<file path="config.mk">
export PLATFORM = sky130hd
export DESIGN_NAME = x86_64_instruction_length_decoder_core
export DESIGN_NICKNAME = d
export VERILOG_FILES = /design/src/x86ild_pkg.sv /design/src/x86ild_front.sv /design/src/x86ild_fifo.sv /design/src/x86ild_back.sv /design/src/x86_64_instruction_length_decoder_core.sv
export SDC_FILE = /design/constraint.sdc
export NUM_CORES = 1
export LEC_CHECK = 0
export BUFFER_PORTS_ARGS = -buffer_cell sky130_fd_sc_hd__clkbuf_2
export CAP_MARGIN = 20
export CORE_AREA = 2 2 133 135
export CTS_BUF_LIST = sky130_fd_sc_hd__clkbuf_2 sky130_fd_sc_hd__clkbuf_4 sky130_fd_sc_hd__clkbuf_8
export DETAILED_ROUTE_END_ITERATION = 10
export DIE_AREA = 0 0 135 137
export GPL_TIMING_DRIVEN = 1
export PLACE_DENSITY = 0.62
export REMOVE_ABC_BUFFERS = 1
export SYNTH_ARGS = -nofsm -noshare
export SYNTH_HDL_FRONTEND = slang
export SYNTH_SLANG_ARGS = --single-unit
</file>
<file path="constraint.sdc">
create_clock -name clk -period 4.4 [get_ports clk]
set_input_delay 1.1 -clock clk [delete_from_list [all_inputs] [get_ports clk]]
set_output_delay 1.1 -clock clk [all_outputs]
set_load 0.05 [all_outputs]
</file>
<file path="src/x86ild_pkg.sv">
// x86ild_pkg: shared types and constants for the x86-64 instruction length decoder
// no dependencies
`default_nettype none
package x86ild_pkg;

  typedef struct packed {
    logic [7:0] code_byte;
    logic       region_end;
  } in_item_t;

  typedef struct packed {
    logic [4:0] instr_length;
    logic [1:0] decode_status;
    logic       is_syscall;
  } out_item_t;

  localparam logic [1:0] ST_OK      = 2'd0;
  localparam logic [1:0] ST_UNKNOWN = 2'd1;
  localparam logic [1:0] ST_TRUNC   = 2'd2;
  localparam logic [1:0] ST_PREFIX  = 2'd3;

  // immediate classes
  localparam logic [3:0] IM_NONE = 4'd0;
  localparam logic [3:0] IM_B    = 4'd1;
  localparam logic [3:0] IM_W    = 4'd2;
  localparam logic [3:0] IM_3    = 4'd3;
  localparam logic [3:0] IM_Z    = 4'd4;
  localparam logic [3:0] IM_V    = 4'd5;
  localparam logic [3:0] IM_M    = 4'd6;
  localparam logic [3:0] IM_TB   = 4'd7;
  localparam logic [3:0] IM_TZ   = 4'd8;
  localparam logic [3:0] IM_REL4 = 4'd9;

  // opcode class: unknown, has modrm, immediate class
  typedef struct packed {
    logic       unk;
    logic       mrm;
    logic [3:0] imm;
  } op_class_t;

  // front-end classification carried through the queue
  typedef struct packed {
    logic      region_end;
    logic      legacy_pfx;
    logic      rex;
    logic      is_66;
    logic      is_67;
    logic      is_0f;
    logic      is_05;
    logic      is_38;
    logic      is_3a;
    logic      is_c4;
    logic      is_c5;
    logic      is_62;
    logic      is_8f;
    op_class_t cls1;
    op_class_t cls0f;
    logic [7:0] code_byte;
  } cls_item_t;

  function automatic op_class_t mk(input logic u, input logic m, input logic [3:0] i);
    op_class_t c;
    c.unk = u;
    c.mrm = m;
    c.imm = i;
    return c;
  endfunction

  function automatic op_class_t one_byte_class(input logic [7:0] op);
    op_class_t c;
    c = mk(1'b1, 1'b0, IM_NONE);
    if (op < 8'h40) begin
      if (op[2:0] <= 3'd3) c = mk(1'b0, 1'b1, IM_NONE);
      else if (op[2:0] == 3'd4) c = mk(1'b0, 1'b0, IM_B);
      else if (op[2:0] == 3'd5) c = mk(1'b0, 1'b0, IM_Z);
    end else if (op < 8'h50) begin
      c = mk(1'b1, 1'b0, IM_NONE);
    end else if (op < 8'h60) begin
      c = mk(1'b0, 1'b0, IM_NONE);
    end else if (op >= 8'h70 && op <= 8'h7F) begin
      c = mk(1'b0, 1'b0, IM_B);
    end else if (op >= 8'h80 && op <= 8'h8F) begin
      if (op == 8'h80 || op == 8'h82 || op == 8'h83) c = mk(1'b0, 1'b1, IM_B);
      else if (op == 8'h81) c = mk(1'b0, 1'b1, IM_Z);
      else c = mk(1'b0, 1'b1, IM_NONE);
    end else if (op >= 8'h90 && op <= 8'h9F) begin
      c = mk(op == 8'h9A, 1'b0, IM_NONE);
    end else if (op >= 8'hA0 && op <= 8'hA3) begin
      c = mk(1'b0, 1'b0, IM_M);
    end else if (op == 8'hA8) begin
      c = mk(1'b0, 1'b0, IM_B);
    end else if (op == 8'hA9) begin
      c = mk(1'b0, 1'b0, IM_Z);
    end else if (op >= 8'hA4 && op <= 8'hAF) begin
      c = mk(1'b0, 1'b0, IM_NONE);
    end else if (op >= 8'hB0 && op <= 8'hB7) begin
      c = mk(1'b0, 1'b0, IM_B);
    end else if (op >= 8'hB8 && op <= 8'hBF) begin
      c = mk(1'b0, 1'b0, IM_V);
    end else if (op >= 8'hD8 && op <= 8'hDF) begin
      c = mk(1'b0, 1'b1, IM_NONE);
    end else begin
      case (op)
        8'h60, 8'h61, 8'h6C, 8'h6D, 8'h6E, 8'h6F: c = mk(1'b0, 1'b0, IM_NONE);
        8'h63: c = mk(1'b0, 1'b1, IM_NONE);
        8'h68: c = mk(1'b0, 1'b0, IM_Z);
        8'h69: c = mk(1'b0, 1'b1, IM_Z);
        8'h6A: c = mk(1'b0, 1'b0, IM_B);
        8'h6B: c = mk(1'b0, 1'b1, IM_B);
        8'hC0, 8'hC1, 8'hC6: c = mk(1'b0, 1'b1, IM_B);
        8'hC7: c = mk(1'b0, 1'b1, IM_Z);
        8'hC2, 8'hCA: c = mk(1'b0, 1'b0, IM_W);
        8'hC8: c = mk(1'b0, 1'b0, IM_3);
        8'hC3, 8'hC9, 8'hCB, 8'hCC, 8'hCE, 8'hCF: c = mk(1'b0, 1'b0, IM_NONE);
        8'hCD, 8'hD4, 8'hD5: c = mk(1'b0, 1'b0, IM_B);
        8'hD0, 8'hD1, 8'hD2, 8'hD3: c = mk(1'b0, 1'b1, IM_NONE);
        8'hD6, 8'hD7: c = mk(1'b0, 1'b0, IM_NONE);
        8'hE0, 8'hE1, 8'hE2, 8'hE3, 8'hE4, 8'hE5, 8'hE6, 8'hE7, 8'hEB:
          c = mk(1'b0, 1'b0, IM_B);
        8'hE8, 8'hE9: c = mk(1'b0, 1'b0, IM_Z);
        8'hEA, 8'hEC, 8'hED, 8'hEE, 8'hEF: c = mk(1'b0, 1'b0, IM_NONE);
        8'hF1, 8'hF4, 8'hF5: c = mk(1'b0, 1'b0, IM_NONE);
        8'hF6: c = mk(1'b0, 1'b1, IM_TB);
        8'hF7: c = mk(1'b0, 1'b1, IM_TZ);
        8'hF8, 8'hF9, 8'hFA, 8'hFB, 8'hFC, 8'hFD: c = mk(1'b0, 1'b0, IM_NONE);
        8'hFE, 8'hFF: c = mk(1'b0, 1'b1, IM_NONE);
        default: c = mk(1'b1, 1'b0, IM_NONE);
      endcase
    end
    return c;
  endfunction

  // 0F map; jcc rel32 comes back as IM_Z, the vex path turns it into IM_REL4
  function automatic op_class_t map0f_class(input logic [7:0] op);
    op_class_t c;
    c = mk(1'b1, 1'b0, IM_NONE);
    if (op >= 8'h80 && op <= 8'h8F) begin
      c = mk(1'b0, 1'b0, IM_Z);
    end else if (op == 8'h0F || op == 8'hA4 || op == 8'hAC || op == 8'hBA ||
                 op == 8'hC2 || op == 8'hC4 || op == 8'hC5 || op == 8'hC6) begin
      c = mk(1'b0, 1'b1, IM_B);
    end else begin
      case (op)
        8'h05, 8'h06, 8'h07, 8'h08, 8'h09, 8'h0B, 8'h0E, 8'h30, 8'h31, 8'h32,
        8'h33, 8'h34, 8'h35, 8'h37, 8'h77, 8'hA0, 8'hA1, 8'hA2, 8'hA8, 8'hA9:
          c = mk(1'b0, 1'b0, IM_NONE);
        8'h0D, 8'hA3, 8'hA5, 8'hAB, 8'hAD, 8'hAE, 8'hAF:
          c = mk(1'b0, 1'b1, IM_NONE);
        default: begin
          if (op >= 8'hC8 && op <= 8'hCF) c = mk(1'b0, 1'b0, IM_NONE);
          else if ((op >= 8'h10 && op <= 8'h23) || (op >= 8'h28 && op <= 8'h2F) ||
                   (op >= 8'h40 && op <= 8'h7F) || (op >= 8'h90 && op <= 8'h9F) ||
                   (op >= 8'hB0 && op <= 8'hC7) || op >= 8'hD0)
            c = mk(1'b0, 1'b1, IM_NONE);
        end
      endcase
    end
    return c;
  endfunction

endpackage
`default_nettype wire

</file>
<file path="src/x86ild_front.sv">
// x86ild_front: classifies each code byte against the opcode tables
// depends on x86ild_pkg
`default_nettype none
module x86ild_front (
  input  wire logic                  clk,
  input  wire logic                  rst_n,
  input  wire logic                  in_valid,
  output logic                       in_ready,
  input  wire x86ild_pkg::in_item_t  in_data,
  output logic                       cls_valid,
  input  wire logic                  cls_ready,
  output x86ild_pkg::cls_item_t      cls_data
);
  logic                  valid_r;
  x86ild_pkg::cls_item_t data_r;
  x86ild_pkg::cls_item_t data_nxt;
  logic [7:0]            b;

  assign b = in_data.code_byte;
  assign in_ready = !valid_r || cls_ready;
  assign cls_valid = valid_r;
  assign cls_data = data_r;

  always_comb begin
    data_nxt.region_end = in_data.region_end;
    data_nxt.legacy_pfx = b == 8'hF0 || b == 8'hF2 || b == 8'hF3 || b == 8'h2E ||
                          b == 8'h36 || b == 8'h3E || b == 8'h26 || b == 8'h64 ||
                          b == 8'h65 || b == 8'h66 || b == 8'h67;
    data_nxt.rex   = b[7:4] == 4'h4;
    data_nxt.is_66 = b == 8'h66;
    data_nxt.is_67 = b == 8'h67;
    data_nxt.is_0f = b == 8'h0F;
    data_nxt.is_05 = b == 8'h05;
    data_nxt.is_38 = b == 8'h38;
    data_nxt.is_3a = b == 8'h3A;
    data_nxt.is_c4 = b == 8'hC4;
    data_nxt.is_c5 = b == 8'hC5;
    data_nxt.is_62 = b == 8'h62;
    data_nxt.is_8f = b == 8'h8F;
    data_nxt.cls1  = x86ild_pkg::one_byte_class(b);
    data_nxt.cls0f = x86ild_pkg::map0f_class(b);
    data_nxt.code_byte = b;
  end

  always_ff @(posedge clk) begin
    if (!rst_n) begin
      valid_r <= 1'b0;
    end else if (in_ready) begin
      valid_r <= in_valid;
    end
  end

  always_ff @(posedge clk) begin
    if (in_ready && in_valid) data_r <= data_nxt;
  end
endmodule
`default_nettype wire

</file>
<file path="src/x86ild_fifo.sv">
// x86ild_fifo: two-entry queue between the classifier and the length tracker
// depends on x86ild_pkg
`default_nettype none
module x86ild_fifo (
  input  wire logic                   clk,
  input  wire logic                   rst_n,
  input  wire logic                   wr_valid,
  output logic                        wr_ready,
  input  wire x86ild_pkg::cls_item_t  wr_data,
  output logic                        rd_valid,
  input  wire logic                   rd_ready,
  output x86ild_pkg::cls_item_t       rd_data
);
  x86ild_pkg::cls_item_t mem_r [2];
  logic       wp_r;
  logic       rp_r;
  logic [1:0] cnt_r;
  logic       wr_en;
  logic       rd_en;

  assign wr_ready = cnt_r != 2'd2;
  assign rd_valid = cnt_r != 2'd0;
  assign rd_data  = mem_r[rp_r];
  assign wr_en    = wr_valid && wr_ready;
  assign rd_en    = rd_valid && rd_ready;

  always_ff @(posedge clk) begin
    if (!rst_n) begin
      wp_r  <= 1'b0;
      rp_r  <= 1'b0;
      cnt_r <= 2'd0;
    end else begin
      if (wr_en) wp_r <= ~wp_r;
      if (rd_en) rp_r <= ~rp_r;
      cnt_r <= cnt_r + {1'b0, wr_en} - {1'b0, rd_en};
    end
  end

  always_ff @(posedge clk) begin
    if (wr_en) mem_r[wp_r] <= wr_data;
  end

  assert property (@(posedge clk) disable iff (!rst_n) cnt_r <= 2'd2)
    else $error("queue count out of range");
  assert property (@(posedge clk) disable iff (!rst_n)
    (cnt_r == 2'd2 && !rd_en) |=> cnt_r == 2'd2)
    else $error("full queue lost an entry");
  assert property (@(posedge clk) disable iff (!rst_n)
    (cnt_r == 2'd0) |-> !rd_valid)
    else $error("read from empty queue");
endmodule
`default_nettype wire

</file>
<file path="src/x86ild_back.sv">
// x86ild_back: per-byte length state machine with registered result output
// depends on x86ild_pkg
`default_nettype none
module x86ild_back #(
  parameter int MAX_PREFIX_BYTES = 15
) (
  input  wire logic                   clk,
  input  wire logic                   rst_n,
  input  wire logic                   cls_valid,
  output logic                        cls_ready,
  input  wire x86ild_pkg::cls_item_t  cls_data,
  output logic                        out_valid,
  input  wire logic                   out_ready,
  output x86ild_pkg::out_item_t       out_data
);
  localparam logic [3:0] PH_PREFIX   = 4'd0;
  localparam logic [3:0] PH_VEX3_MAP = 4'd1;
  localparam logic [3:0] PH_EVEX_MAP = 4'd2;
  localparam logic [3:0] PH_XOP_MAP  = 4'd3;
  localparam logic [3:0] PH_ESC_REST = 4'd4;
  localparam logic [3:0] PH_VOPCODE  = 4'd5;
  localparam logic [3:0] PH_OP0F     = 4'd6;
  localparam logic [3:0] PH_OP3      = 4'd7;
  localparam logic [3:0] PH_MODRM    = 4'd8;
  localparam logic [3:0] PH_SIB      = 4'd9;
  localparam logic [3:0] PH_DISP     = 4'd10;
  localparam logic [3:0] PH_IMM      = 4'd11;

  localparam logic [1:0] GO_ON  = 2'd0;
  localparam logic [1:0] GO_OK  = 2'd1;
  localparam logic [1:0] GO_UNK = 2'd2;
  localparam logic [1:0] GO_PFX = 2'd3;

  localparam logic [3:0] MAX_PFX = 4'(MAX_PREFIX_BYTES);

  logic [3:0] phase_r, phase_nxt;
  logic [3:0] pcnt_r, pcnt_nxt;
  logic [4:0] nbytes_r, nbytes_nxt;
  logic       osz_r, osz_nxt, asz_r, asz_nxt, rexw_r, rexw_nxt;
  logic [1:0] map_r, map_nxt, esc_r, esc_nxt;
  logic [2:0] disp_r, disp_nxt;
  logic [3:0] imm_r, imm_nxt;
  logic       tgp_r, tgp_nxt, sysc_r, sysc_nxt;

  logic                  ovalid_r;
  x86ild_pkg::out_item_t odata_r;

  logic       take;
  logic [1:0] go;
  logic [4:0] cnt;
  logic [7:0] b;
  logic [4:0] mm;
  logic       emit;
  logic [1:0] status;

  assign cls_ready = !ovalid_r || out_ready;
  assign take      = cls_valid && cls_ready;
  assign out_valid = ovalid_r;
  assign out_data  = odata_r;
  assign b         = cls_data.code_byte;
  assign mm        = b[4:0];
  assign cnt       = (nbytes_r == 5'd31) ? nbytes_r : nbytes_r + 5'd1;

  function automatic logic [3:0] imm_size(input logic [3:0] c, input logic w,
                                         input logic o, input logic a);
    logic [3:0] s;
    s = 4'd0;
    case (c)
      x86ild_pkg::IM_B, x86ild_pkg::IM_TB: s = 4'd1;
      x86ild_pkg::IM_W: s = 4'd2;
      x86ild_pkg::IM_3: s = 4'd3;
      x86ild_pkg::IM_Z, x86ild_pkg::IM_TZ: s = (!w && o) ? 4'd2 : 4'd4;
      x86ild_pkg::IM_V: s = w ? 4'd8 : (o ? 4'd2 : 4'd4);
      x86ild_pkg::IM_M: s = a ? 4'd4 : 4'd8;
      x86ild_pkg::IM_REL4: s = 4'd4;
      default: s = 4'd0;
    endcase
    return s;
  endfunction

  always_comb begin
    x86ild_pkg::op_class_t c;
    logic                  do_start;
    logic                  do_modrm;
    logic                  do_after;
    logic [2:0]            d;
    phase_nxt = phase_r;  pcnt_nxt = pcnt_r;  nbytes_nxt = cnt;
    osz_nxt = osz_r;  asz_nxt = asz_r;  rexw_nxt = rexw_r;
    map_nxt = map_r;  esc_nxt = esc_r;  disp_nxt = disp_r;
    imm_nxt = imm_r;  tgp_nxt = tgp_r;  sysc_nxt = sysc_r;
    go = GO_ON;
    c = x86ild_pkg::mk(1'b1, 1'b0, x86ild_pkg::IM_NONE);
    do_start = 1'b0;
    do_modrm = 1'b0;
    do_after = 1'b0;
    d = 3'd0;
    unique case (phase_r)
      PH_PREFIX: begin
        if (cls_data.legacy_pfx || cls_data.rex) begin
          if (cls_data.is_66) osz_nxt = 1'b1;
          else if (cls_data.is_67) asz_nxt = 1'b1;
          else if (cls_data.rex) rexw_nxt = b[3];
          pcnt_nxt = pcnt_r + 4'd1;
          go = (pcnt_nxt >= MAX_PFX) ? GO_PFX : GO_ON;
        end else if (cls_data.is_c5) begin
          map_nxt = 2'd1; esc_nxt = 2'd1; phase_nxt = PH_ESC_REST;
        end else if (cls_data.is_c4) begin
          phase_nxt = PH_VEX3_MAP;
        end else if (cls_data.is_62) begin
          phase_nxt = PH_EVEX_MAP;
        end else if (cls_data.is_8f) begin
          phase_nxt = PH_XOP_MAP;
        end else if (cls_data.is_0f) begin
          sysc_nxt = pcnt_r == 4'd0;
          phase_nxt = PH_OP0F;
        end else begin
          map_nxt = 2'd0;
          c = cls_data.cls1;
          do_start = 1'b1;
        end
      end
      PH_VEX3_MAP: begin
        if (mm < 5'd1 || mm > 5'd3) go = GO_UNK;
        else begin
          map_nxt = mm[1:0]; esc_nxt = 2'd1; phase_nxt = PH_ESC_REST;
        end
      end
      PH_EVEX_MAP: begin
        if (b[1:0] == 2'd0) go = GO_UNK;
        else begin
          map_nxt = b[1:0]; esc_nxt = 2'd2; phase_nxt = PH_ESC_REST;
        end
      end
      PH_XOP_MAP: begin
        if (mm < 5'd8) begin
          // pop ev: this byte is the modrm
          map_nxt = 2'd0; imm_nxt = 4'd0; tgp_nxt = 1'b0;
          do_modrm = 1'b1;
        end else if (mm > 5'd10) begin
          go = GO_UNK;
        end else begin
          map_nxt = 2'(mm - 5'd7); esc_nxt = 2'd1; phase_nxt = PH_ESC_REST;
        end
      end
      PH_ESC_REST: begin
        if (esc_r != 2'd0) esc_nxt = esc_r - 2'd1;
        if (esc_nxt == 2'd0) phase_nxt = PH_VOPCODE;
      end
      PH_VOPCODE: begin
        do_start = 1'b1;
        unique case (map_r)
          2'd1: begin
            c = cls_data.cls0f;
            if (cls_data.code_byte[7:4] == 4'h8) c.imm = x86ild_pkg::IM_REL4;
          end
          2'd2: c = x86ild_pkg::mk(1'b0, 1'b1, x86ild_pkg::IM_NONE);
          2'd3: c = x86ild_pkg::mk(1'b0, 1'b1, x86ild_pkg::IM_B);
          default: c = x86ild_pkg::mk(1'b1, 1'b0, x86ild_pkg::IM_NONE);
        endcase
      end
      PH_OP0F: begin
        if (!cls_data.is_05) sysc_nxt = 1'b0;
        if (cls_data.is_38 || cls_data.is_3a) begin
          map_nxt = cls_data.is_38 ? 2'd2 : 2'd3;
          phase_nxt = PH_OP3;
        end else begin
          map_nxt = 2'd1;
          c = cls_data.cls0f;
          do_start = 1'b1;
        end
      end
      PH_OP3: begin
        do_start = 1'b1;
        c = (map_r == 2'd3) ? x86ild_pkg::mk(1'b0, 1'b1, x86ild_pkg::IM_B)
                            : x86ild_pkg::mk(1'b0, 1'b1, x86ild_pkg::IM_NONE);
      end
      PH_MODRM: do_modrm = 1'b1;
      PH_SIB: begin
        if (disp_r == 3'd0 && b[2:0] == 3'd5) disp_nxt = 3'd4;
        do_after = 1'b1;
      end
      PH_DISP: begin
        if (disp_r != 3'd0) disp_nxt = disp_r - 3'd1;
        do_after = 1'b1;
      end
      PH_IMM: begin
        if (imm_r != 4'd0) imm_nxt = imm_r - 4'd1;
        go = (imm_nxt != 4'd0) ? GO_ON : GO_OK;
      end
      default: go = GO_UNK;
    endcase

    if (do_start) begin
      if (c.unk) begin
        go = GO_UNK;
      end else if (c.imm == x86ild_pkg::IM_REL4) begin
        imm_nxt = 4'd4;
        do_after = 1'b1;
      end else begin
        imm_nxt = imm_size(c.imm, rexw_r, osz_r, asz_r);
        tgp_nxt = c.imm == x86ild_pkg::IM_TB || c.imm == x86ild_pkg::IM_TZ;
        disp_nxt = 3'd0;
        if (c.mrm) phase_nxt = PH_MODRM;
        else do_after = 1'b1;
      end
    end

    if (do_modrm) begin
      if (tgp_nxt && b[5:3] != 3'd0) imm_nxt = 4'd0;
      tgp_nxt = 1'b0;
      if (b[7:6] == 2'd1) d = 3'd1;
      else if (b[7:6] == 2'd2) d = 3'd4;
      else if (b[7:6] == 2'd0 && b[2:0] == 3'd5) d = 3'd4;
      else d = 3'd0;
      disp_nxt = d;
      if (b[7:6] != 2'd3 && b[2:0] == 3'd4) phase_nxt = PH_SIB;
      else do_after = 1'b1;
    end

    if (do_after) begin
      if (disp_nxt != 3'd0) phase_nxt = PH_DISP;
      else if (imm_nxt != 4'd0) phase_nxt = PH_IMM;
      else go = GO_OK;
    end

    emit = go != GO_ON || cls_data.region_end;
    unique case (go)
      GO_OK:   status = x86ild_pkg::ST_OK;
      GO_UNK:  status = x86ild_pkg::ST_UNKNOWN;
      GO_PFX:  status = x86ild_pkg::ST_PREFIX;
      default: status = x86ild_pkg::ST_TRUNC;
    endcase
  end

  always_ff @(posedge clk) begin
    if (!rst_n || (take && emit)) begin
      phase_r <= PH_PREFIX; pcnt_r <= 4'd0; nbytes_r <= 5'd0;
      osz_r <= 1'b0; asz_r <= 1'b0; rexw_r <= 1'b0;
      map_r <= 2'd0; esc_r <= 2'd0; disp_r <= 3'd0;
      imm_r <= 4'd0; tgp_r <= 1'b0; sysc_r <= 1'b0;
    end else if (take) begin
      phase_r <= phase_nxt; pcnt_r <= pcnt_nxt; nbytes_r <= nbytes_nxt;
      osz_r <= osz_nxt; asz_r <= asz_nxt; rexw_r <= rexw_nxt;
      map_r <= map_nxt; esc_r <= esc_nxt; disp_r <= disp_nxt;
      imm_r <= imm_nxt; tgp_r <= tgp_nxt; sysc_r <= sysc_nxt;
    end
  end

  always_ff @(posedge clk) begin
    if (!rst_n) begin
      ovalid_r <= 1'b0;
    end else if (cls_ready) begin
      ovalid_r <= take && emit;
    end
  end

  always_ff @(posedge clk) begin
    if (take && emit) begin
      odata_r.instr_length  <= cnt;
      odata_r.decode_status <= status;
      odata_r.is_syscall    <= status == x86ild_pkg::ST_OK && sysc_nxt && cnt == 5'd2;
    end
  end

  assert property (@(posedge clk) disable iff (!rst_n)
    (take && emit) |=> (phase_r == PH_PREFIX && nbytes_r == 5'd0))
    else $error("decoder did not restart after a result");
  assert property (@(posedge clk) disable iff (!rst_n)
    out_valid && out_data.is_syscall |->
      (out_data.instr_length == 5'd2 && out_data.decode_status == x86ild_pkg::ST_OK))
    else $error("syscall flag on a result that is not a two-byte ok");
  assert property (@(posedge clk) disable iff (!rst_n) pcnt_r < MAX_PFX)
    else $error("prefix count passed its limit");
endmodule
`default_nettype wire

</file>
<file path="src/x86_64_instruction_length_decoder_core.sv">
// x86_64_instruction_length_decoder_core: top level of the length decoder
// depends on x86ild_pkg, x86ild_front, x86ild_fifo, x86ild_back
`default_nettype none
// Takes one byte of 64-bit x86 code per cycle and emits one result per instruction
// (length, status, syscall flag). Sustained rate is one byte per cycle while out_ready
// is high: the classifier stage, a two-entry queue and the length state machine each
// move one byte a cycle. The closing byte passes the classifier register and the queue
// before its result is registered. A result waiting in the output register holds the
// length state machine; the queue and the classifier register absorb up to three more
// bytes before in_ready drops. The decoder restarts on the byte after each result.
module x86_64_instruction_length_decoder_core #(
  parameter int MAX_PREFIX_BYTES = 15
) (
  input  wire logic                   clk,
  input  wire logic                   rst_n,
  input  wire logic                   in_valid,
  output logic                        in_ready,
  input  wire x86ild_pkg::in_item_t   in_data,
  output logic                        out_valid,
  input  wire logic                   out_ready,
  output x86ild_pkg::out_item_t       out_data
);
  logic                  f_valid, f_ready, q_valid, q_ready;
  x86ild_pkg::cls_item_t f_data, q_data;

  x86ild_front u_front (
    .clk, .rst_n, .in_valid, .in_ready, .in_data,
    .cls_valid(f_valid), .cls_ready(f_ready), .cls_data(f_data)
  );

  x86ild_fifo u_fifo (
    .clk, .rst_n,
    .wr_valid(f_valid), .wr_ready(f_ready), .wr_data(f_data),
    .rd_valid(q_valid), .rd_ready(q_ready), .rd_data(q_data)
  );

  x86ild_back #(.MAX_PREFIX_BYTES(MAX_PREFIX_BYTES)) u_back (
    .clk, .rst_n,
    .cls_valid(q_valid), .cls_ready(q_ready), .cls_data(q_data),
    .out_valid, .out_ready, .out_data
  );
endmodule
`default_nettype wire
</file>
==> impl_summary.log, run 1 <==
[metrics] Cell variety after synth: 83
[metrics] number of register bits inferred by synthesis: 137
[metrics] Detailed Place HPWL: 14500 um
[metrics] largest net degree at the start of global routing: 32
[metrics] reported leakage power: 3.01 nW
[metrics] Layout Skew: 0.0215 ns
[metrics] Synth warnings: 0
[metrics] minimum clock period: 3.96 ns
[metrics] Max Freq: 0.253 GHz
[metrics] highest net fanout along the worst path: 23
[metrics] number of non-filler instances in the completed layout: 1049
[metrics] hold buffers post-CTS: 0
[metrics] Synth top cells by count: 101 x sky130_fd_sc_hd__edfxtp_1, 80 x sky130_fd_sc_hd__nor2_1, 64 x sky130_fd_sc_hd__nand2_1, 57 x sky130_fd_sc_hd__a21oi_1
[metrics] kind of cell adding the most delay to the critical path: compound AO/OA/AOI/OAI gates
[metrics] Worst-path clk slew: 0.09 ns
[metrics] Post-CTS Setup Inserts: 0
[metrics] number of global-route vias before repair: 6057
[metrics] DRC violation count after routing: 0
[metrics] Worst Max-Slew Pin Slew: 1.02 ns
[metrics] layout-stage area growth over the synthesis result: 11.3%
[metrics] number of cell rows: 48
[metrics] status: completed
[metrics] number of antenna violations at the first check in global routing: 0
[metrics] mean instance size in the synthesized netlist: 9.82 um2
[metrics] # Max-Cap Violations: 0
[metrics] placed cell count: 1017
[metrics] share of async-settable or async-resettable flops after synthesis: 0%
[metrics] antenna violation net count after detailed routing: 0
[metrics] most used flip-flop cell after synthesis: sky130_fd_sc_hd__edfxtp_1
[metrics] worst hold margin: 0.449 ns
[metrics] most common cell in the netlist: sky130_fd_sc_hd__edfxtp_1
[metrics] Seq. cell area: 0.00376 mm2
[metrics] number of detailed-routing iterations run before antenna repair: 6
[metrics] starting utilization of the core area: 45.2%
[metrics] buffer cell driving the clock tree root: sky130_fd_sc_hd__clkbuf_8
[metrics] Largest stage delay, worst path: 0.50 ns
[metrics] depth of the critical timing path with buffers and inverters included: 14
[metrics] latest clock arrival within the worst-skew pair: 0.46 ns
[metrics] count of input and output buffers: 22
[metrics] Hold Startpoint: u_front.cls_data[1]
[metrics] arrival time reported for the critical path endpoint: 4.28 ns
[metrics] die area: 0.0185 mm2
[metrics] power density normalized to cell area: 576 mW/mm2
[metrics] clock buffers created by TritonCTS: 17
[metrics] Tot GR Track Use: 22.1%
[metrics] clock tree from TritonCTS: built
[metrics] total length of routed wires: 19500 um
[metrics] fraction of layout cells with a size suffix above 1: 14.2%
[metrics] max-slew headroom at the worst pin: 31.0%
[metrics] Final Hold Vio Count: 0
[metrics] Core Region: 0.0171 mm2
[metrics] Bufs and invs on worst path: 2
[metrics] detail-routed net length per standard cell: 18.6 um
[metrics] diode count: 0
[metrics] total grt overflow: 0
[metrics] final weighted congestion in routability-driven placement: 0.983
[metrics] CTS sink cnt: 137
[metrics] number of vias per cell: 5.98
[metrics] number of enable-type register cells in the synthesized netlist: 101
[metrics] synthesized netlist cell count: 785
[metrics] count of routing violations after the opening detailed-route iteration: 495
[metrics] nature of the critical path startpoint: flip-flop
[metrics] worst hold-check path type: flip-flop to flip-flop
[metrics] FILL cells: 1581
[metrics] Register-to-Register Path Depth: 14
[metrics] via count: 6273
[metrics] level count of the clock H-tree: 4
[metrics] count of nets after finishing: 847
[metrics] max-slew violation count: 0
[metrics] top cell type's share of synthesized area: 39.3%
[metrics] first-pass GRT wire length: 31700 um
[metrics] class of the most critical setup path: flip-flop to flip-flop
[metrics] Die Ht: 137 um
[metrics] post-route worst setup slack: 0.442 ns
[metrics] netlist area before placement: 0.00771 mm2
[metrics] number of cells on the worst hold path: 0
[metrics] Slowest-stage cell, CP: sky130_fd_sc_hd__dfxtp_4
[metrics] data required time at the worst endpoint: 4.73 ns
[metrics] pre-CTS setup slack: 0.384 ns
[metrics] Final Cycle Share: 90.0%
[metrics] number of buffers on the longest clock path: 2
[metrics] dominant cells by area after synthesis: sky130_fd_sc_hd__edfxtp_1 39%, sky130_fd_sc_hd__dfxtp_1 9.3%, sky130_fd_sc_hd__nor2_1 3.9%
[metrics] total I/O pin count: 23
[metrics] area occupied by multi-input gates: 0.00370 mm2
[metrics] CP Capture Type: flip-flop
[metrics] critical path, cell by cell: or3b_1 > a222oi_1 > buf_4 > a21oi_1 > or2_1 > a311oi_2 > a221oi_2 > o31ai_2 > a31oi_1 > ha_1 > a21oi_1 > nand2b_1 > buf_4 > a211oi_1
[metrics] proportion of synthesized chip area in sequential cells: 48.7%
[metrics] setup violators final: 0
[metrics] DIE WIDTH: 135 um
[metrics] RSZ-0062 raised after global routing: false
[metrics] library cell with the largest summed area after synthesis: sky130_fd_sc_hd__edfxtp_1
[metrics] IR Drop Worst-Case VDD: 0.275 mV
metal layers:
layer | GRT usage (%) | vias to the layer above | part of all wire, %
met4 | 10.1 | 0 | 3.3
li1 | - | 3014 | -
met5 | 0 | - | 0
met2 | 36.0 | 247 | 47
met1 | 28.7 | 2964 | 44
met3 | 3.96 | 48 | 6.0
per-stage QoR:
step                power [mW]  area [um2]  utilization, %  setup TNS (ns)
floorplan                 3.20        7540               -          -36.57
finish                    4.94        8580            50.3               0
global placement          3.80        8150            47.8               0
detailed placement        3.83        8150            47.8               0
CTS                       4.95        8580            50.3               0
global route              5.25        8580            50.3               0
worst paths after layout:
kind | to | slack [ns]
worst max register to register | u_back.sysc_r | 0.44
worst min-delay path | u_fifo.mem_r[0][1] | 0.45
worst min register to register | u_fifo.mem_r[0][1] | 0.45
worst max-delay path | u_back.sysc_r | 0.44
report_power, final:
group          switching, mW  internal [mW]
Sequential             0.181           1.61
Combinational           1.29          0.754
Clock                  0.567          0.536
final cells by class:
cell class,count,share of cell area [%]
multi-input cells,579,43.2
inverters,28,1.23
repair buffers,48,3.56
clock inverters,15,2.25
flip-flops and latches,137,43.8
well taps,225,3.28
clock buffers,17,2.73
kinds of logic after synthesis:
family / after synthesis / synth area share [%]
AOI/OAI and AO/OA: 209 / 18.5
xor gates and xnor gates: 11 / 1.25
adders and majority gates: 23 / 3.73
buffers and inverters: 69 / 3.52
DFF: 137 / 48.7
muxes: 34 / 4.63
and+or+nand+nor: 302 / 19.7
what timing repair did:
action                                  CTS  global route
endpoints found under the setup margin    0            17
hold endpoints to repair                  0             0
resized for setup                         0             1
placed cells by master, fill, tap and decap left out, drive strengths merged, types with 5 or more instances in the layout:
cell	instances
o22ai	8
o2111ai	8
mux2	13
nor2	81
a21o	5
a21oi	58
nor4	9
xnor2	6
a211oi	14
dfxtp	36
edfxtp	101
o21a	5
and2	7
or3	8
nand2	64
inv	38
nand3	26
and3	8
a31oi	9
o31ai	6
or2	10
nand2b	16
o21ai	36
clkbuf	39
nor2b	11
nor3	28
xor2	5
o211ai	12
buf	26
a22oi	6
nand4	11
mux2i	21
ha	23
registers in the layout (all words and copies together), names as in the netlist, 2 cells and up, named ones only:
signal	count
u_back.disp_r	3
u_back.esc_r	2
u_back.imm_r	4
u_back.map_r	2
u_back.nbytes_r	5
u_back.out_data	8
u_back.pcnt_r	4
u_back.phase_r	4
u_fifo.cnt_r	2
u_fifo.mem_r	62
u_front.cls_data	31
worst reg2reg max path, stage by stage (launching register included):
cell	delay, ns
sky130_fd_sc_hd__dfxtp_4	0.50
sky130_fd_sc_hd__or3b_1	0.43
sky130_fd_sc_hd__a222oi_1	0.37
sky130_fd_sc_hd__buf_4	0.22
sky130_fd_sc_hd__a21oi_1	0.12
sky130_fd_sc_hd__or2_1	0.38
sky130_fd_sc_hd__a311oi_2	0.30
sky130_fd_sc_hd__a221oi_2	0.09
sky130_fd_sc_hd__o31ai_2	0.34
sky130_fd_sc_hd__a31oi_1	0.17
sky130_fd_sc_hd__ha_1	0.22
sky130_fd_sc_hd__a21oi_1	0.15
sky130_fd_sc_hd__nand2b_1	0.22
sky130_fd_sc_hd__buf_4	0.25
sky130_fd_sc_hd__a211oi_1	0.08
Note: power is estimated with default switching activity, not from simulation.
==> inputs of run 2 (changes only) <==
- CORE_AREA: 2 2 133 135 -> 2 2 128 130
- DIE_AREA: 0 0 135 137 -> 0 0 130 132
- PLACE_DENSITY: 0.62 -> 0.67
==> impl_summary.log, run 2 (synthesis results as in run 1) <==
[metrics] status: completed
[metrics] max-slew headroom at the worst pin: 30.0%
[metrics] Worst Max-Slew Pin Slew: 1.05 ns
[metrics] count of input and output buffers: 22
[metrics] starting utilization of the core area: 49.1%
[metrics] antenna violation net count after detailed routing: 0
[metrics] count of routing violations after the opening detailed-route iteration: 482
[metrics] Detailed Place HPWL: 15000 um
[metrics] first-pass GRT wire length: 32200 um
[metrics] nature of the critical path startpoint: flip-flop
[metrics] detail-routed net length per standard cell: 19.4 um
[metrics] FILL cells: 1404
[metrics] data required time at the worst endpoint: 4.78 ns
[metrics] DRC violation count after routing: 0
[metrics] level count of the clock H-tree: 4
[metrics] Final Cycle Share: 93.4%
[metrics] power density normalized to cell area: 568 mW/mm2
[metrics] pre-CTS setup slack: 0.255 ns
[metrics] class of the most critical setup path: flip-flop to flip-flop
[metrics] number of vias per cell: 6.11
[metrics] minimum clock period: 4.11 ns
[metrics] Core Region: 0.0157 mm2
[metrics] die area: 0.0172 mm2
[metrics] clock tree from TritonCTS: built
[metrics] highest net fanout along the worst path: 17
[metrics] RSZ-0062 raised after global routing: false
[metrics] hold buffers post-CTS: 0
[metrics] latest clock arrival within the worst-skew pair: 0.47 ns
[metrics] largest net degree at the start of global routing: 32
[metrics] clock buffers created by TritonCTS: 17
[metrics] CP Capture Type: flip-flop
[metrics] fraction of layout cells with a size suffix above 1: 14.8%
[metrics] Final Hold Vio Count: 0
[metrics] Largest Register: u_fifo.mem_r
[metrics] setup violators final: 0
[metrics] placed cell count: 1011
[metrics] total I/O pin count: 23
[metrics] reported leakage power: 3.01 nW
[metrics] layout-stage area growth over the synthesis result: 11.0%
[metrics] max FFs per register: 62
[metrics] Die Ht: 132 um
[metrics] total grt overflow: 0
[metrics] count of nets after finishing: 850
[metrics] number of detailed-routing iterations run before antenna repair: 6
[metrics] worst hold-check path type: flip-flop to flip-flop
[metrics] CTS sink cnt: 137
[metrics] post-route worst setup slack: 0.290 ns
[metrics] number of non-filler instances in the completed layout: 1043
[metrics] TNS Setup: 0 ns
[metrics] buffer cell driving the clock tree root: sky130_fd_sc_hd__clkbuf_8
[metrics] number of cell rows: 46
[metrics] Worst-path clk slew: 0.10 ns
[metrics] DIE WIDTH: 130 um
[metrics] IR Drop Worst-Case VDD: 0.246 mV
[metrics] via count: 6375
[metrics] Layout Skew: 0.0198 ns
[metrics] diode count: 0
[metrics] number of buffers on the longest clock path: 2
[metrics] Tot GR Track Use: 24.5%
[metrics] # Max-Cap Violations: 0
[metrics] Reg2Reg Setup Slack: 0.29 ns
[metrics] arrival time reported for the critical path endpoint: 4.49 ns
[metrics] number of global-route vias before repair: 6073
[metrics] number of antenna violations at the first check in global routing: 0
[metrics] most frequent cells in the layout: 101 x sky130_fd_sc_hd__edfxtp_1, 79 x sky130_fd_sc_hd__nor2_1, 64 x sky130_fd_sc_hd__nand2_1
[metrics] total length of routed wires: 20300 um
[metrics] Max Freq: 0.243 GHz
[metrics] final weighted congestion in routability-driven placement: 0.934
[metrics] commonest non-fill, non-tap cell in the layout: sky130_fd_sc_hd__edfxtp_1
[metrics] max-slew violation count: 0
-- run 2: through the flow --
step	area, um2	utilization, %	power, mW	hold slack (ns)
after floorplan	7540	-	3.20	0.421
after global placement	8160	51.9	3.82	0.423
after detailed placement	8160	51.9	3.84	0.429
after CTS	8550	54.4	4.85	0.447
after global routing	8560	54.5	5.16	0.465
final	8560	54.5	4.86	0.447
-- run 2: area by class of cell --
class / count / area (um2) / share of cell area (%)
clock buffer: 17 / 234 / 2.73
clock inverter: 15 / 153 / 1.78
inverter: 28 / 105 / 1.23
multi-input combinational: 579 / 3710 / 43.3
sequential: 137 / 3760 / 43.9
tap: 216 / 270 / 3.16
timing repair buffer: 51 / 328 / 3.83
-- run 2: power by group --
part | internal [mW] | switching [mW]
combinational | 0.757 | 1.32
sequential | 1.61 | 0.173
clock | 0.425 | 0.576
total | 2.80 | 2.07
-- run 2: final timing paths --
kind,to,depth (start not counted),startpoint
setup / recovery,u_back.phase_r[0],14,u_back.phase_r[0]
setup reg to reg,u_back.phase_r[0],14,u_back.phase_r[0]
hold / removal,u_fifo.mem_r[0][3],0,u_front.cls_data[3]
hold reg to reg,u_fifo.mem_r[0][3],0,u_front.cls_data[3]
-- run 2: routing by layer --
metal / global-route usage [%] / vias up / share of wire (%)
met5: 0 / - / 0
met4: 9.86 / 0 / 3.3
met3: 5.72 / 50 / 4.6
met2: 40.6 / 227 / 50
met1: 30.7 / 3074 / 42
li1: - / 3024 / -
-- run 2: timing repair --
| item | CTS | global route |
|---|---|---|
| buffers inserted | 0 | 0 |
| gates resized for setup | 0 | 3 |
| endpoints found under the setup margin | 0 | 18 |
| hold endpoints to repair | 0 | 0 |
-- run 2: worst max-delay path, cell delays in order (launching register included) --
cell,delay (ns)
sky130_fd_sc_hd__dfxtp_1,0.49
sky130_fd_sc_hd__buf_4,0.27
sky130_fd_sc_hd__nor4_1,0.52
sky130_fd_sc_hd__buf_4,0.26
sky130_fd_sc_hd__nand2_1,0.11
sky130_fd_sc_hd__o21ai_0,0.35
sky130_fd_sc_hd__a311oi_2,0.19
sky130_fd_sc_hd__a221oi_2,0.27
sky130_fd_sc_hd__o31ai_2,0.15
sky130_fd_sc_hd__a31oi_1,0.27
sky130_fd_sc_hd__ha_1,0.19
sky130_fd_sc_hd__a21oi_1,0.07
sky130_fd_sc_hd__nand2b_1,0.24
sky130_fd_sc_hd__a211oi_1,0.36
sky130_fd_sc_hd__a2bb2oi_1,0.27
==> inputs of run 3 (changes only) <==
- CORE_AREA: 2 2 128 130 -> 2 2 147 113
- DIE_AREA: 0 0 130 132 -> 0 0 149 115
- MAX_ROUTING_LAYER: unset -> met4
==> impl_summary.log, run 3 (synthesis results as in run 1) <==
[metrics] total grt overflow: 0
[metrics] fraction of layout cells with a size suffix above 1: 15.9%
[metrics] number of cell rows: 40
[metrics] level count of the clock H-tree: 4
[metrics] data required time at the worst endpoint: 4.74 ns
[metrics] # Max-Cap Violations: 0
[metrics] class of the most critical setup path: flip-flop to flip-flop
[metrics] placed cell count: 1016
[metrics] antenna violation net count after detailed routing: 0
[metrics] end point of the worst hold path: u_fifo.mem_r[1][25]
[metrics] Final Cycle Share: 92.0%
[metrics] max-slew headroom at the worst pin: 43.3%
[metrics] final weighted congestion in routability-driven placement: 1.02
[metrics] detail-routed net length per standard cell: 20.2 um
[metrics] starting utilization of the core area: 49.1%
[metrics] number of vias per cell: 6.16
[metrics] Layout Skew: 0.0154 ns
[metrics] internal power: 2.99 mW
[metrics] count of input and output buffers: 22
[metrics] DRC violation count after routing: 0
[metrics] diode count: 0
[metrics] total length of routed wires: 21200 um
[metrics] Final Hold Vio Count: 0
[metrics] Hold Startpoint: u_front.cls_data[25]
[metrics] minimum clock period: 4.05 ns
[metrics] TNS Setup: 0 ns
[metrics] largest net degree at the start of global routing: 33
[metrics] worst hold-check path type: flip-flop to flip-flop
[metrics] RSZ-0062 raised after global routing: false
[metrics] number of cells on the worst hold path: 0
[metrics] setup violators final: 0
[metrics] latest clock arrival within the worst-skew pair: 0.47 ns
[metrics] Core Region: 0.0157 mm2
[metrics] arrival time reported for the critical path endpoint: 4.39 ns
[metrics] switching portion of total power: 41.3%
[metrics] Max Freq: 0.247 GHz
[metrics] max FFs per register: 62
[metrics] power density normalized to cell area: 587 mW/mm2
[metrics] number of antenna violations at the first check in global routing: 0
[metrics] Largest Register: u_fifo.mem_r
[metrics] layout-stage area growth over the synthesis result: 12.7%
[metrics] highest net fanout along the worst path: 20
[metrics] number of non-filler instances in the completed layout: 1049
[metrics] DIE WIDTH: 149 um
[metrics] die area: 0.0171 mm2
[metrics] Clock power frac: 22.3%
[metrics] status: completed
[metrics] post-layout util: 55.3%
[metrics] IR Drop Worst-Case VDD: 0.267 mV
[metrics] number of buffers on the longest clock path: 2
[metrics] CTS sink cnt: 137
[metrics] total I/O pin count: 23
[metrics] Reg2Reg Setup Slack: 0.35 ns
[metrics] number of detailed-routing iterations run before antenna repair: 5
[metrics] most frequent cells in the layout: 101 x sky130_fd_sc_hd__edfxtp_1, 79 x sky130_fd_sc_hd__nor2_1, 64 x sky130_fd_sc_hd__nand2_1
[metrics] Worst-path clk slew: 0.09 ns
[metrics] first-pass GRT wire length: 33500 um
[metrics] number of global-route vias before repair: 6013
[metrics] Tot GR Track Use: 26.6%
[metrics] RR Endpoint: u_back.phase_r[3]
[metrics] reported leakage power: 3.09 nW
[metrics] combinational share of power: 43.0%
[metrics] Worst Max-Slew Pin Slew: 0.844 ns
[metrics] sequential group share of total power: 34.7%
[metrics] buffer cell driving the clock tree root: sky130_fd_sc_hd__clkbuf_8
[metrics] Register-to-Register Path Depth: 14
[metrics] net switching power: 2.11 mW
[metrics] max-slew violation count: 0
[metrics] clock tree from TritonCTS: built
[metrics] count of nets after finishing: 862
[metrics] count of routing violations after the opening detailed-route iteration: 607
[metrics] Post-CTS Setup Inserts: 0
[metrics] clock buffers created by TritonCTS: 17
[metrics] Die Ht: 115 um
[metrics] CP Capture Type: flip-flop
[metrics] via count: 6457
[metrics] Detailed Place HPWL: 15800 um
[metrics] nature of the critical path startpoint: flip-flop
[metrics] commonest non-fill, non-tap cell in the layout: sky130_fd_sc_hd__edfxtp_1
[run 3: metrics by stage]
stage | power, mW | worst slack [ns] | instance area, um2 | hold WS (ns)
after floorplan | 3.20 | -1.24 | 7540 | 0.421
after global placement | 3.90 | 0.413 | 8240 | 0.426
after detailed placement | 3.93 | 0.256 | 8240 | 0.431
after CTS | 5.08 | 0.249 | 8670 | 0.451
after global routing | 5.39 | 0.0460 | 8690 | 0.454
final | 5.10 | 0.354 | 8690 | 0.450
[run 3: worst max-delay path by stage]
stage,start,end,slack (ns)
2_1_floorplan,flip-flop,u_back.phase_r[2],-1.24
3_3_place_gp,flip-flop,u_back.sysc_r,0.41
3_5_place_dp,flip-flop,u_back.phase_r[3],0.26
4_1_cts,flip-flop,u_back.phase_r[3],0.25
5_1_grt,flip-flop,u_back.sysc_r,0.05
6_report,flip-flop,u_back.phase_r[3],0.35
[run 3: power by group through the flow]
stage	sequential (mW)	clock (mW)	combinational [mW]
finish	1.77	1.14	2.19
CTS	1.77	1.15	2.15
floorplan	1.95	0	1.25
global route	1.80	1.21	2.38
global placement	1.79	0	2.11
detailed placement	1.80	0	2.14
[run 3: critical path: stages, from the launching register on]
cell and delay, ns:
sky130_fd_sc_hd__dfxtp_2 0.50, sky130_fd_sc_hd__buf_4 0.32, sky130_fd_sc_hd__or3b_2 0.47, sky130_fd_sc_hd__o22ai_1 0.24
sky130_fd_sc_hd__o211ai_1 0.22, sky130_fd_sc_hd__nor3b_1 0.32, sky130_fd_sc_hd__o2111ai_1 0.17, sky130_fd_sc_hd__o21a_1 0.24
sky130_fd_sc_hd__o31ai_2 0.32, sky130_fd_sc_hd__a31oi_1 0.17, sky130_fd_sc_hd__ha_1 0.23, sky130_fd_sc_hd__a21oi_1 0.15
sky130_fd_sc_hd__nand2b_2 0.26, sky130_fd_sc_hd__buf_4 0.24, sky130_fd_sc_hd__a311oi_1 0.06
[run 3: layout make-up]
cell class              count  area, um2
clock buffers              17        234
clock inverters            15        200
fillers                  1405       7020
inverters                  28        105
multi-input cells         579       3700
flip-flops and latches    137       3750
well taps                 210        263
repair buffers             63        430
[run 3: layer usage]
metal  part of all wire, %  wire (um)  GRT usage [%]  vias up
li1                      -          -              -     3053
met1                    47       9950           38.0     3111
met2                    42       8950           36.4      273
met3                   9.7       2050           9.01       20
met4                   1.0        216           6.16        0
met5                     0          0              -        -
[run 3: what timing repair did]
| action | in CTS | in global routing |
|---|---|---|
| setup endpoints to repair | 0 | 24 |
| gates resized for setup | 0 | 1 |
| hold buffers | 0 | 0 |
